### src/rtl/core/ccs_pkg.sv
// ----------------------------------------------------------------------------
// ccs_pkg
// Shared types, constants, font tables and the byte classifier for the
// character to LED matrix scanner.
// ----------------------------------------------------------------------------
package ccs_pkg;

    localparam int COLUMNS    = 8;
    localparam int COL_W      = $clog2(COLUMNS);
    localparam int GLYPH_W    = 6;
    localparam int DIGITS     = 10;
    localparam int LETTERS    = 26;
    localparam int GLYPHS     = DIGITS + LETTERS;

    localparam logic [7:0] ASCII_0       = 8'd48;
    localparam logic [7:0] ASCII_9       = 8'd57;
    localparam logic [7:0] ASCII_UPPER_A = 8'd65;
    localparam logic [7:0] ASCII_UPPER_Z = 8'd90;
    localparam logic [7:0] ASCII_LOWER_A = 8'd97;
    localparam logic [7:0] ASCII_LOWER_Z = 8'd122;
    localparam logic [7:0] ROW_ALL_OFF   = 8'hFF;

    typedef enum logic {
        CMD_CHAR = 1'b0,
        CMD_TICK = 1'b1
    } t_cmd;

    typedef struct packed {
        t_cmd       cmd;
        logic [7:0] char_byte;
    } t_item;

    typedef struct packed {
        logic               printable;
        logic [GLYPH_W-1:0] glyph;
    } t_class;

    // Digit glyphs, eight columns per glyph.
    localparam logic [7:0] DIGIT_ROM [DIGITS*COLUMNS] = '{
        8'hFF,8'hC1,8'h80,8'hAE,8'hB6,8'h80,8'hC1,8'hFF,
        8'hFF,8'hFE,8'hEE,8'h80,8'h80,8'hFE,8'hFE,8'hFF,
        8'hFF,8'hDC,8'h98,8'hBA,8'hB6,8'h86,8'hCE,8'hFF,
        8'hFF,8'hDD,8'h9C,8'hB6,8'hB6,8'h80,8'hC9,8'hFF,
        8'hFF,8'hF3,8'hEB,8'hDB,8'h80,8'h80,8'hFB,8'hFF,
        8'hFF,8'h8D,8'h8C,8'hAE,8'hAE,8'hA0,8'hB1,8'hFF,
        8'hFF,8'hC1,8'h80,8'hB6,8'hB6,8'h90,8'hD9,8'hFF,
        8'hFF,8'h9F,8'h9F,8'hB8,8'hA0,8'h87,8'h9F,8'hFF,
        8'hFF,8'hC9,8'h80,8'hB6,8'hB6,8'h80,8'hC9,8'hFF,
        8'hFF,8'hCD,8'h84,8'hB6,8'hB6,8'h80,8'hC1,8'hFF
    };

    // Letter glyphs A through Z, eight columns per glyph.
    localparam logic [7:0] LETTER_ROM [LETTERS*COLUMNS] = '{
        8'hFF,8'hC0,8'h80,8'hB7,8'hB7,8'h80,8'hC0,8'hFF,
        8'hFF,8'h80,8'h80,8'hB6,8'hB6,8'h80,8'hC9,8'hFF,
        8'hFF,8'hC1,8'h80,8'hBE,8'hBE,8'h9C,8'hDD,8'hFF,
        8'hFF,8'h80,8'h80,8'hBE,8'hBE,8'h80,8'hC1,8'hFF,
        8'hFF,8'h80,8'h80,8'hB6,8'hB6,8'hBE,8'hBE,8'hFF,
        8'hFF,8'h80,8'h80,8'hB7,8'hB7,8'hBF,8'hBF,8'hFF,
        8'hFF,8'hC1,8'h80,8'hBE,8'hBA,8'h98,8'hD9,8'hFF,
        8'hFF,8'h80,8'h80,8'hF7,8'hF7,8'h80,8'h80,8'hFF,
        8'hFF,8'hFF,8'hBE,8'h80,8'h80,8'hBE,8'hFF,8'hFF,
        8'hFF,8'hF9,8'hF8,8'hBE,8'h80,8'h81,8'hBF,8'hFF,
        8'hFF,8'h80,8'h80,8'hE3,8'hC9,8'h9C,8'hBE,8'hFF,
        8'hFF,8'h80,8'h80,8'hFE,8'hFE,8'hFE,8'hFE,8'hFF,
        8'hFF,8'h80,8'h80,8'hCF,8'hE7,8'hCF,8'h80,8'h80,
        8'hFF,8'h80,8'h80,8'hCF,8'hE7,8'hF3,8'h80,8'h80,
        8'hFF,8'hC1,8'h80,8'hBE,8'hBE,8'h80,8'hC1,8'hFF,
        8'hFF,8'h80,8'h80,8'hBB,8'hBB,8'h83,8'hC7,8'hFF,
        8'hFF,8'hC3,8'h81,8'hBD,8'hBD,8'h80,8'hC2,8'hFF,
        8'hFF,8'h80,8'h80,8'hB3,8'hB1,8'h84,8'hCE,8'hFF,
        8'hFF,8'hCD,8'h84,8'hB6,8'hB6,8'h90,8'hD9,8'hFF,
        8'hFF,8'h9F,8'hBF,8'h80,8'h80,8'hBF,8'h9F,8'hFF,
        8'hFF,8'h81,8'h80,8'hFE,8'hFE,8'h80,8'h80,8'hFF,
        8'hFF,8'h83,8'h81,8'hFC,8'hFC,8'h81,8'h83,8'hFF,
        8'hFF,8'h80,8'h80,8'hF9,8'hF3,8'hF9,8'h80,8'h80,
        8'hFF,8'h9C,8'h88,8'hE3,8'hF7,8'hE3,8'h88,8'h9C,
        8'hFF,8'h8F,8'h87,8'hF0,8'hF0,8'h87,8'h8F,8'hFF,
        8'hFF,8'hBC,8'hB8,8'hB2,8'hA6,8'h8E,8'h9E,8'hFF
    };

    function automatic t_class classify(input logic [7:0] b);
        t_class c;
        c.printable = 1'b0;
        c.glyph     = '0;
        if (b >= ASCII_0 && b <= ASCII_9) begin
            c.printable = 1'b1;
            c.glyph     = GLYPH_W'(b - ASCII_0);
        end else if (b >= ASCII_UPPER_A && b <= ASCII_UPPER_Z) begin
            c.printable = 1'b1;
            c.glyph     = GLYPH_W'(b - ASCII_UPPER_A + 8'(DIGITS));
        end else if (b >= ASCII_LOWER_A && b <= ASCII_LOWER_Z) begin
            c.printable = 1'b1;
            c.glyph     = GLYPH_W'(b - ASCII_LOWER_A + 8'(DIGITS));
        end
        return c;
    endfunction

    function automatic logic [7:0] font_row(input logic [GLYPH_W-1:0] glyph,
                                            input logic [COL_W-1:0]   col);
        logic [GLYPH_W-1:0] letter;
        logic [7:0]         row;
        letter = glyph - GLYPH_W'(DIGITS);
        if (glyph < GLYPH_W'(DIGITS)) begin
            row = DIGIT_ROM[{glyph[3:0], col}];
        end else if (glyph < GLYPH_W'(GLYPHS)) begin
            row = LETTER_ROM[{letter[4:0], col}];
        end else begin
            row = ROW_ALL_OFF;
        end
        return row;
    endfunction

endpackage

### src/rtl/core/char_to_led_matrix_scanner_core.sv
// ----------------------------------------------------------------------------
// char_to_led_matrix_scanner_core
// Character to 8x8 LED matrix scanner: bytes pick a glyph, ticks emit one column
// of the glyph as a row byte and a one-hot column select, or zeros when blank.
// ----------------------------------------------------------------------------
// A tick request passes the input register, then the result register.
// Throughput: one request per cycle; only a stalled result register holds
// back tick requests.
// Reset: synchronous, active low; display blank, no pending byte, column 0.
module char_to_led_matrix_scanner_core (
    input  logic        i_clk,
    input  logic        i_rst_n,
    input  logic        i_s_axis_tvalid,
    output logic        o_s_axis_tready,
    input  logic [7:0]  i_s_axis_tdata,   // [7:0] char_byte
    input  logic        i_s_axis_tuser,   // [0] command
    output logic        o_m_axis_tvalid,
    input  logic        i_m_axis_tready,
    output logic [15:0] o_m_axis_tdata    // [7:0] row_pattern, [15:8] column_select
);

    ccs_pkg::t_item in_item;
    ccs_pkg::t_item held_item;
    logic           held_valid;
    logic           take;
    logic [7:0]     row_pattern;
    logic [7:0]     column_select;

    assign in_item.cmd       = ccs_pkg::t_cmd'(i_s_axis_tuser);
    assign in_item.char_byte = i_s_axis_tdata;

    ccs_in_stage u_in_stage (
        .i_clk   (i_clk),
        .i_rst_n (i_rst_n),
        .i_valid (i_s_axis_tvalid),
        .i_item  (in_item),
        .i_take  (take),
        .o_ready (o_s_axis_tready),
        .o_valid (held_valid),
        .o_item  (held_item)
    );

    ccs_scan_ctrl u_scan_ctrl (
        .i_clk           (i_clk),
        .i_rst_n         (i_rst_n),
        .i_valid         (held_valid),
        .i_item          (held_item),
        .o_take          (take),
        .o_out_valid     (o_m_axis_tvalid),
        .i_out_ready     (i_m_axis_tready),
        .o_row_pattern   (row_pattern),
        .o_column_select (column_select)
    );

    assign o_m_axis_tdata = {column_select, row_pattern};

endmodule

### src/rtl/core/ccs_in_stage.sv
// ----------------------------------------------------------------------------
// ccs_in_stage
// Input register: captures one request and holds it until the scan
// controller takes it.
// ----------------------------------------------------------------------------
module ccs_in_stage (
    input  logic           i_clk,
    input  logic           i_rst_n,
    input  logic           i_valid,
    input  ccs_pkg::t_item i_item,
    input  logic           i_take,
    output logic           o_ready,
    output logic           o_valid,
    output ccs_pkg::t_item o_item
);

    logic           r_valid;
    ccs_pkg::t_item r_item;

    // Refill in the same cycle the held request drains.
    assign o_ready = !r_valid || i_take;

    always_ff @(posedge i_clk) begin
        if (!i_rst_n) begin
            r_valid <= 1'b0;
        end else if (o_ready) begin
            r_valid <= i_valid;
        end
    end

    always_ff @(posedge i_clk) begin
        if (o_ready && i_valid) begin
            r_item <= i_item;
        end
    end

    assign o_valid = r_valid;
    assign o_item  = r_item;

endmodule

### src/rtl/core/ccs_scan_ctrl.sv
// ----------------------------------------------------------------------------
// ccs_scan_ctrl
// Display state, pending byte, column counter, font lookup and the
// result register.
// ----------------------------------------------------------------------------
module ccs_scan_ctrl (
    input  logic           i_clk,
    input  logic           i_rst_n,
    input  logic           i_valid,
    input  ccs_pkg::t_item i_item,
    output logic           o_take,
    output logic           o_out_valid,
    input  logic           i_out_ready,
    output logic [7:0]     o_row_pattern,
    output logic [7:0]     o_column_select
);

    logic                         r_showing;
    logic [ccs_pkg::GLYPH_W-1:0]  r_glyph;
    logic [ccs_pkg::COL_W-1:0]    r_col;
    logic                         r_pend;
    logic                         r_pend_print;
    logic [ccs_pkg::GLYPH_W-1:0]  r_pend_glyph;
    logic                         r_out_valid;
    logic [7:0]                   r_row;
    logic [7:0]                   r_sel;

    logic                         n_showing;
    logic [ccs_pkg::GLYPH_W-1:0]  n_glyph;
    logic [ccs_pkg::COL_W-1:0]    n_col;
    logic                         n_pend;
    logic                         n_pend_print;
    logic [ccs_pkg::GLYPH_W-1:0]  n_pend_glyph;
    logic [7:0]                   n_row;
    logic [7:0]                   n_sel;

    logic                         out_free;
    logic                         is_tick;
    ccs_pkg::t_class              cls;

    assign out_free = !r_out_valid || i_out_ready;
    assign is_tick  = (i_item.cmd == ccs_pkg::CMD_TICK);
    // A character request makes no result, so it never waits on the output.
    assign o_take   = i_valid && (!is_tick || out_free);
    assign cls      = ccs_pkg::classify(i_item.char_byte);

    always_comb begin
        n_showing    = r_showing;
        n_glyph      = r_glyph;
        n_col        = r_col;
        n_pend       = r_pend;
        n_pend_print = r_pend_print;
        n_pend_glyph = r_pend_glyph;
        n_row        = 8'h00;
        n_sel        = 8'h00;
        if (!is_tick) begin
            if (r_showing) begin
                n_pend       = 1'b1;
                n_pend_print = cls.printable;
                n_pend_glyph = cls.glyph;
            end else if (cls.printable) begin
                n_showing = 1'b1;
                n_glyph   = cls.glyph;
                n_col     = '0;
            end
        end else if (!r_showing) begin
            n_col = '0;
        end else begin
            n_row = ccs_pkg::font_row(r_glyph, r_col);
            n_sel = 8'(1) << r_col;
            if (r_col == ccs_pkg::COL_W'(ccs_pkg::COLUMNS - 1)) begin
                n_col = '0;
                // The frame ends here, so a waiting byte takes over.
                if (r_pend) begin
                    n_showing    = r_pend_print;
                    n_glyph      = r_pend_print ? r_pend_glyph : '0;
                    n_pend       = 1'b0;
                    n_pend_print = 1'b0;
                    n_pend_glyph = '0;
                end
            end else begin
                n_col = r_col + 1'b1;
            end
        end
    end

    always_ff @(posedge i_clk) begin
        if (!i_rst_n) begin
            r_showing    <= 1'b0;
            r_glyph      <= '0;
            r_col        <= '0;
            r_pend       <= 1'b0;
            r_pend_print <= 1'b0;
            r_pend_glyph <= '0;
            r_out_valid  <= 1'b0;
        end else begin
            if (o_take) begin
                r_showing    <= n_showing;
                r_glyph      <= n_glyph;
                r_col        <= n_col;
                r_pend       <= n_pend;
                r_pend_print <= n_pend_print;
                r_pend_glyph <= n_pend_glyph;
            end
            if (out_free) begin
                r_out_valid <= o_take && is_tick;
            end
        end
    end

    always_ff @(posedge i_clk) begin
        if (o_take && is_tick) begin
            r_row <= n_row;
            r_sel <= n_sel;
        end
    end

    assign o_out_valid     = r_out_valid;
    assign o_row_pattern   = r_row;
    assign o_column_select = r_sel;

endmodule
### config.mk
export PLATFORM = sky130hd
export DESIGN_NAME = char_to_led_matrix_scanner_core
export DESIGN_NICKNAME = d
export VERILOG_FILES = /design/src/rtl/core/ccs_pkg.sv /design/src/rtl/core/char_to_led_matrix_scanner_core.sv /design/src/rtl/core/ccs_in_stage.sv /design/src/rtl/core/ccs_scan_ctrl.sv
export SDC_FILE = /design/constraint.sdc
export NUM_CORES = 1
export LEC_CHECK = 0
export ABC_AREA = 0
export BUFFER_PORTS_ARGS = -buffer_cell sky130_fd_sc_hd__buf_2
export CAP_MARGIN = 30
export CELL_PAD_IN_SITES_DETAIL_PLACEMENT = 0
export CELL_PAD_IN_SITES_GLOBAL_PLACEMENT = 1
export CORE_ASPECT_RATIO = 1.5
export CORE_MARGIN = 1.5
export CORE_UTILIZATION = 46
export CTS_CLUSTER_DIAMETER = 120
export DETAILED_ROUTE_END_ITERATION = 16
export PLACE_DENSITY_LB_ADDON = 0.15
export SETUP_SLACK_MARGIN = 0.1
export SLEW_MARGIN = 20
export SYNTH_ARGS = -nofsm -noshare
export SYNTH_HDL_FRONTEND = slang
export SYNTH_SLANG_ARGS = --single-unit
### constraint.sdc
create_clock -name i_clk -period 3.15 [get_ports i_clk]
set_input_delay 0.315 -clock i_clk [delete_from_list [all_inputs] [get_ports i_clk]]
set_output_delay 0.315 -clock i_clk [all_outputs]
set_load 0.02 [all_outputs]
Word level (Yosys, flattened, before mapping)
Memories as Yosys holds them, arrays and structs flattened.
Index checks and enable logic that the tools add are counted.

word-level totals
  flip-flop bits (word level) = 45
  bits in read-only memories = 3072
  input port bits = 13
  output and inout port bits = 18
  word-level logic and storage cells = 100
  memories = 2

operators by class
  add/sub/neg operators = 7
  $lt $le $gt $ge = 10
  equal/unequal tests = 7
  shifts and indexed selects = 1
  mux-type cells = 41
  bitwise gates (word level) = 2
  reductions and logical operators = 18

memory list
  memory           depth  width  rd ports  clocked after memory_dff  write ports  line            source
  (no name shown)  256    8      1         0                         0            ccs_pkg.sv:107  row = LETTER_ROM[{letter[4:0], col}];
  (no name shown)  128    8      1         0                         0            ccs_pkg.sv:105  row = DIGIT_ROM[{glyph[3:0], col}];

operators with widths
  operator               number
  $mux W6                12
  $mux W8                6
  $mux W7                3
  $ge A8 B7 Y1 const B   2
  $le A8 B7 Y1 const B   2
  $mux W1                15
  $mux W3                5
  $add A6 B4 Y6 const B  2
  $sub A6 B6 Y6 const B  2
  $ge A9 B9 Y1 const B   1
  $not A8 Y9             1
  $ge A8 B6 Y1 const B   1
  $ge A8 B8 Y1 const B   1
  $le A8 B6 Y1 const B   1
  $not A7 Y8             1
  $shl A1 B3 Y8 const A  1
  $logic_and A1 B1 Y1    6
  $lt A6 B4 Y1 const B   1
  $lt A6 B6 Y1 const B   1
  $ne A2 B1 Y1 const B   3
  $ne A2 B2 Y1 const B   3
  $reduce_and A3 Y1      2
  $reduce_and A6 Y1      1
  $sub A6 B1 Y6 const B  1
  other kinds (8)        12

Depth between registers and ports, before layout
Gate-level depths: netlist (run 1).

  depth in word-level cells = 8
  depth in mapped cells = 12
  gate-level depth less buffers = 8

Hierarchy
Synthesis (run 1) repeated with hierarchy kept, for this count alone.

unflattened totals
  cell total of the unflattened synthesis = 537
  area total of the unflattened synthesis = 4195.3 µm²

modules (own cells, without submodules)
  module         times used  cells each  area each (µm²)  sequential area each (µm²)
  ccs_scan_ctrl  1           523         3867.5           860.8
  ccs_in_stage   1           14          327.8            290.3

Worst setup path after synthesis (run 1)
Ideal clock, no wire load.

  path type = register to register
  from = register u_scan_ctrl.r_glyph[1] (netlist name)
  to = register u_scan_ctrl.r_row[6] (netlist: u_scan_ctrl.o_row_pattern[6]), data pin
  library setup time = 180 ps
  arrival time = 2543 ps
  slack = 427 ps
  stages on the path, launching flop included = 12
  clock period less this slack = 2723 ps
  cell sequence = dfxtp_1 -> clkbuf_1 -> inv_1 -> clkbuf_1 -> ha_1 -> clkbuf_1 -> clkbuf_1 -> clkbuf_1 -> a31oi_1 -> o31ai_1 -> nand2_1 -> a221oi_1

between the ends
  word-level cells in the longest chain between the ends = 7

RTL lines
  item                                        line                  source
  from (decl)                                 ccs_scan_ctrl.sv:19   logic [ccs_pkg::GLYPH_W-1:0] r_glyph;
  from (signal assigned)                      ccs_scan_ctrl.sv:99   r_glyph <= n_glyph;
  $sub A5 B4 Y5                               ccs_pkg.sv:103        letter = glyph - GLYPH_W'(DIGITS);
  $not A8 Y9 (not written as such)            ccs_pkg.sv:107
  $mem_v2 Z256 W8                             -
  $mux W8 (not written as such) (2 in a row)  ccs_pkg.sv:107
  $mux W8                                     ccs_pkg.sv:106        end else if (glyph < GLYPH_W'(GLYPHS)) begin
  $mux W8 *                                   ccs_pkg.sv:104        if (glyph < GLYPH_W'(DIGITS)) begin
  to (signal assigned)                        ccs_scan_ctrl.sv:113  r_row <= n_row;
  to (decl)                                   ccs_scan_ctrl.sv:25   logic [7:0] r_row;

Mark *: on every way between the ends. The rest lies on a longest branch, timed or not. The select of a mux whose other input is x is not followed.
A chain may end at the register's enable or synchronous reset.

Worst setup path after layout (run 1)
  from = register u_scan_ctrl.r_col[1] (netlist name)
  to = register u_scan_ctrl.r_row[0] (netlist: u_scan_ctrl.o_row_pattern[0]), data pin

between the ends
  word-level cells in the longest chain between the ends = 6

RTL lines
  item                                        line                  source
  from (decl)                                 ccs_scan_ctrl.sv:20   logic [ccs_pkg::COL_W-1:0] r_col;
  from (signal assigned)                      ccs_scan_ctrl.sv:100  r_col <= n_col;
  $not A8 Y9 (not written as such)            ccs_pkg.sv:107
  $mem_v2 Z256 W8                             -
  $mux W8 (not written as such) (2 in a row)  ccs_pkg.sv:107
  $mux W8                                     ccs_pkg.sv:106
  $mux W8 *                                   ccs_pkg.sv:104

Marks and branches as above.

==> impl_metrics.toml, run 1 <==
[synthesis]
netlist_instances = 536
synthArstFlopShare_pct = 0
synth_edf_count = 25
syn_nets = 571
yosys_register_bits = 45
ys_seq_area_share_pct = 26.95
syn_avg_cell_area_um2 = 7.969
yosys_warnings = 0
synthFlopType = "edfxtp_1"
synth_cell_types = 70
syn_area_mm2 = 0.004272

[worst_setup_path]
ff2ff_path_depth = 8
regToRegStartpoint = "u_scan_ctrl.r_col[1]$_SDFFE_PN0P_"
cp-startpoint = "u_scan_ctrl.r_col[1]$_SDFFE_PN0P_"
cp_slowest_cell = "ha_1"
startpoint_type = "flip-flop"
crit_path_max_fanout = 8
worst-setup-path-type = "reg -> reg"
crit_path_end_kind = "flip-flop"
path_buf_inv = 2
required_ps = 3310
critPathTopFamily = "compound AO/OA/AOI/OAI gates"
cpMostUsedCell = "inv_1"
cpPeakStageDelay_ps = 570
cp.depth = 8
cp_cell_sequence = "inv_1 > ha_1 > inv_1 > a211oi_1 > a221o_1 > a21oi_1 > a221oi_1 > o311a_1"
worstPathArrival_ps = 3040

[pwr]
peakVddDrop_v = 0.0002384
p_per_area_mw_per_mm2 = 315.3
power_frac_seq_pct = 44.4
power_leakage_nw = 1.753
switching_share_pct = 28.77
combPwrFrac_pct = 18.5
total_power_w = 0.001483
p_sw_w = 0.0004268
clock_power_share_pct = 37.1
internal_power_w = 0.001056

[clock_tree]
clockBufferDepth = 2
cts_tree = "yes"
htree_levels = 2
cts_setup_buffers = 0
clk-insertion-delay-late_ps = 290
cts_resized = 0
cts-root-buf = "clkbuf_16"
clk_pin_slew_ps = 70
cts_hold_buf = 0
cts-buffers-inserted = 5
cts_sinks = 45

[global_routing]
grt_pass1_wl_um = 22490
grt_pass1_vias = 4111
track_usage_pct = 30.73
grt_max_degree = 65
antenna_found_initial = 0
overflow = 0

[floorplan]
coreArea_mm2 = 0.008934
ios = 31
fp.dieW_um = 81.68
fp.dieH_um = 121.0
rows = 42
dieArea_mm2 = 0.009885
start_util_pct = 47.82

[layout]
post-route-util_pct = 52.66
nNetsFinal = 586
final_cell_mix = "56 x nand2_1, 46 x a21oi_1, 46 x o21ai_0"
drive_gt1_share_pct = 15.22
diodes = 0
area_delta_synth_final_pct = 10.13
final_common_cell = "nand2_1"
num-fill-cells = 900

[min_path]
holdPathStages = 1
hold_start = "i_s_axis_tuser"
hold_class = "in -> reg"

[detailed_routing]
first_pass_iters = 8
vias = 4430
wl_per_cell_um = 21.99
ant_nets = 0
routed_wl_um = 14560
via_per_inst = 6.692
drt_iter0_drc = 594
drc = 0

[timing]
worst_pin_slew_ps = 873.1
clock_skew_ps = 4.457
rsz0062_at_grt = "false"
finalCritPeriodShare_pct = 91.35
hold_ws_ps = 191.5
timing_hold_violations_final = 0
final-setup-viol-count = 0
fmax_ghz = 0.3475
relSlewSlack_pct = 41.38
fin_setup_tns_ps = 0
slew_viol_final = 0
post-route-min-period_ps = 2877

[job]
cap_violations = 0

[outcome]
status = "finished, final reports clean"

[place]
hpwlAfterDp_um = 10640
io_buffers = 30
place_congestion = 0.9840
## worst reg2reg max path, stage by stage, from the launching register on
cell      delay, ps
dfxtp_1         350
inv_1           140
ha_1            570
inv_1           230
a211oi_1        490
a221o_1         330
a21oi_1         120
a221oi_1        310
o311a_1         210
## state kept, by name, indices dropped and copies added, names as in the netlist
signal,flops
u_scan_ctrl.r_pend_print,1
u_scan_ctrl.o_column_select,8
u_scan_ctrl.o_row_pattern,8
u_in_stage.o_valid,1
u_scan_ctrl.r_glyph,6
u_scan_ctrl.r_col,3
u_in_stage.o_item,9
u_scan_ctrl.r_showing,1
u_scan_ctrl.r_pend_glyph,6
u_scan_ctrl.r_pend,1
u_scan_ctrl.o_out_valid,1
## cell families after synthesis
logic type | synth area share (%)
buffers and inverters | 6.796
AOI/OAI and AO/OA | 33.92
muxes | 4.013
and+or+nand+nor | 19.63
xor gates and xnor gates | 2.256
adders and majority gates | 6.444
DFF | 26.95
## stage by stage
step           cell area, um2  setup WS, ps  cells
4_1_cts                  4700         422.3    661
5_1_grt                  4705         182.0    662
2_1_floorplan            4272         427.2    536
3_3_place_gp             4551         467.3    653
3_5_place_dp             4551         472.8    653
6_report                 4705         272.6    662
## cell usage after synthesis (5+ instances only)
| master | count | share of area [%] |
|---|---|---|
| nand2_1 | 56 | 4.9 |
| a21oi_1 | 46 | 5.4 |
| o21ai_0 | 46 | 5.4 |
| clkbuf_1 | 28 | 2.5 |
| nor2_1 | 28 | 2.5 |
| edfxtp_1 | 25 | 18 |
| ha_1 | 22 | 6.4 |
| inv_1 | 21 | 1.8 |
| dfxtp_1 | 20 | 9.4 |
| nand3_1 | 20 | 2.3 |
| a31oi_1 | 18 | 2.6 |
| nand2b_1 | 14 | 2.1 |
| buf_2 | 13 | 1.5 |
| nor2b_1 | 11 | 1.6 |
| o31ai_1 | 10 | 1.8 |
| a21boi_0 | 9 | 1.6 |
| and3_1 | 9 | 1.3 |
| a211oi_1 | 8 | 1.4 |
| o21a_1 | 8 | 1.4 |
| xnor2_1 | 8 | 1.6 |
| mux2i_1 | 7 | 1.6 |
| o211ai_1 | 7 | 1.2 |
| buf_1 | 5 | 0.44 |
| nor3_1 | 5 | 0.59 |
| o311a_1 | 5 | 1.2 |
## layer usage
layer	global-route usage, %	wire length [um]
met1	35.60	5415
met2	52.79	7413
met4	17.80	927
met5	0	0
met3	3.910	798
## final timing paths
check | slack (ps) | end
hold / removal | 190 | u_in_stage.o_item[8]$_DFFE_PP_
setup / recovery | 270 | u_scan_ctrl.o_row_pattern[0]$_SDFFCE_PN0P_
hold reg to reg | 470 | u_scan_ctrl.r_pend$_SDFFE_PN0P_
setup reg to reg | 270 | u_scan_ctrl.o_row_pattern[0]$_SDFFCE_PN0P_
## power by group through the flow
stage                     combinational, W  sequential, W  clock [W]
after floorplan                   0.000191       0.000664          0
after global placement            0.000266       0.000670          0
after detailed placement          0.000266       0.000671          0
after CTS                         0.000267       0.000658   0.000560
after global routing              0.000297       0.000661   0.000577
final                             0.000274       0.000659   0.000550
## layout make-up
| cell class | count | area, um2 | share of cell area [%] |
|---|---|---|---|
| clock buffer | 7 | 142.6 | 3.032 |
| clock inverter | 1 | 6.256 | 0.1330 |
| inverter | 21 | 78.83 | 1.676 |
| multi-input combinational | 422 | 2830 | 60.16 |
| sequential | 45 | 1154 | 24.52 |
| tap | 110 | 137.6 | 2.926 |
| timing repair buffer | 56 | 355.3 | 7.553 |
(Power assumes the default switching activity.)
==> run 2, diff against run 1 <==
- BUFFER_PORTS_ARGS: -buffer_cell sky130_fd_sc_hd__buf_2 -> unset
- CORE_UTILIZATION: 46 -> 49
- DONT_BUFFER_PORTS: unset -> 1
==> impl_metrics.toml, run 2 (same netlist as run 1, synthesis figures left out) <==
[detailed_routing]
drt_iter0_drc = 596
via_per_inst = 6.936
vias = 4342
wl_per_cell_um = 23.45
ant_nets = 0
first_pass_iters = 8
drc = 0
routed_wl_um = 14680

[clock_tree]
htree_levels = 2
cts-root-buf = "clkbuf_16"
cts_setup_buffers = 0
cts_resized = 0
clk_pin_slew_ps = 70
cts_tree = "yes"
cts_sinks = 45
clk-insertion-delay-late_ps = 300
cts-buffers-inserted = 5
cts_hold_buf = 0
clockBufferDepth = 2

[worst_setup_path]
crit_path_max_fanout = 22
worstPathArrival_ps = 2860
startpoint_type = "flip-flop"
crit_path_end_kind = "flip-flop"
worst-setup-path-type = "reg -> reg"
required_ps = 3280

[floorplan]
fp.dieW_um = 79.24
coreArea_mm2 = 0.008413
start_util_pct = 50.77
rows = 41
ios = 31
fp.dieH_um = 117.4
dieArea_mm2 = 0.009298

[global_routing]
grt_pass1_wl_um = 22740
grt_pass1_vias = 4163
antenna_found_initial = 0
track_usage_pct = 32.09
grt_max_degree = 62
overflow = 0

[pwr]
switching_share_pct = 29.09
p_per_area_mw_per_mm2 = 332.2
clock_power_share_pct = 39.2
power_frac_seq_pct = 44.1
power_leakage_nw = 1.625
peakVddDrop_v = 0.0002820
total_power_w = 0.001514
internal_power_w = 0.001074
combPwrFrac_pct = 16.8
p_sw_w = 0.0004405

[place]
dpl_cell_area_mm2 = 0.004387
hpwlAfterDp_um = 10460
place_congestion = 1.030
io_buffers = 0
placed_cells = 617

[timing]
slew_viol_final = 0
post-route-min-period_ps = 2727
relSlewSlack_pct = 47.75
hold_ws_ps = 110.8
final-setup-viol-count = 0
rsz0062_at_grt = "false"
fmax_ghz = 0.3666
timing_hold_violations_final = 0
finalCritPeriodShare_pct = 86.59
fin_setup_tns_ps = 0
worst_pin_slew_ps = 782.8
clock_skew_ps = 8.124

[job]
cap_violations = 0

[layout]
final_cell_mix = "56 x nand2_1, 46 x a21oi_1, 46 x o21ai_0"
num-fill-cells = 842
diodes = 0
design_area_mm2 = 0.004558
largest_register_ffs = 9
nNetsFinal = 553
final_common_cell = "nand2_1"
instances_no_fill = 626
area_delta_synth_final_pct = 6.708
drive_gt1_share_pct = 10.02

[outcome]
status = "finished, final reports clean"

[min_path]
hold_class = "in -> reg"
==> run 2: cell count changes in the layout (fill, tap and decap cells not counted), sizes merged <==
cell	delta
clkinv	+1
buf	-34
==> run 2: power groups by stage <==
stage                     clock network [W]  registers, W  logic [W]
after CTS                          0.000599      0.000667   0.000246
after detailed placement                  0      0.000681   0.000246
after floorplan                           0      0.000664   0.000191
after global placement                    0      0.000680   0.000248
after global routing               0.000612      0.000670   0.000273
final                              0.000593      0.000667   0.000254
==> run 2: final timing paths <==
kind / from / to / slack (ps) / cells past startpoint
worst max-delay path: u_scan_ctrl.r_col[0]$_SDFFE_PN0P_ / u_scan_ctrl.o_row_pattern[1]$_SDFFCE_PN0P_ / 420 / 9
worst min-delay path: i_s_axis_tuser / u_in_stage.o_item[8]$_DFFE_PP_ / 110 / 0
worst max register to register: u_scan_ctrl.r_col[0]$_SDFFE_PN0P_ / u_scan_ctrl.o_row_pattern[1]$_SDFFCE_PN0P_ / 420 / 9
worst min register to register: u_scan_ctrl.r_pend_glyph[3]$_SDFFE_PN0P_ / u_scan_ctrl.r_pend_glyph[3]$_SDFFE_PN0P_ / 460 / 2
==> run 2: critical path: stages, from the launching register on <==
cell,delay [ps]
dfxtp_1,450
inv_1,170
ha_1,370
buf_4,230
nor2b_1,230
nor3_1,80
o21a_1,170
o311ai_0,530
nand2_1,100
a41oi_1,210
==> run 2: metrics by stage <==
step           util [%]  setup WS (ps)
6_report          54.18          422.5
5_1_grt           54.18          234.3
4_1_cts           54.09          464.4
3_5_place_dp      52.14          486.6
3_3_place_gp      52.14          446.8
2_1_floorplan         -          427.2
==> run 2: area by class of cell <==
type	count	area, um2	area share, %
multi-input combinational	422	2830	62.09
sequential	45	1154	25.31
timing repair buffer	23	197.7	4.337
clock buffer	6	150.1	3.294
tap	107	133.9	2.937
inverter	21	78.83	1.729
clock inverter	2	13.76	0.3019
==> run 2: layer usage <==
layer  share of wire [%]  GRT usage, %
met1                  37         36.36
met2                  50         55.40
met3                 6.4         4.280
met4                 6.8         19.85
met5                   0             0
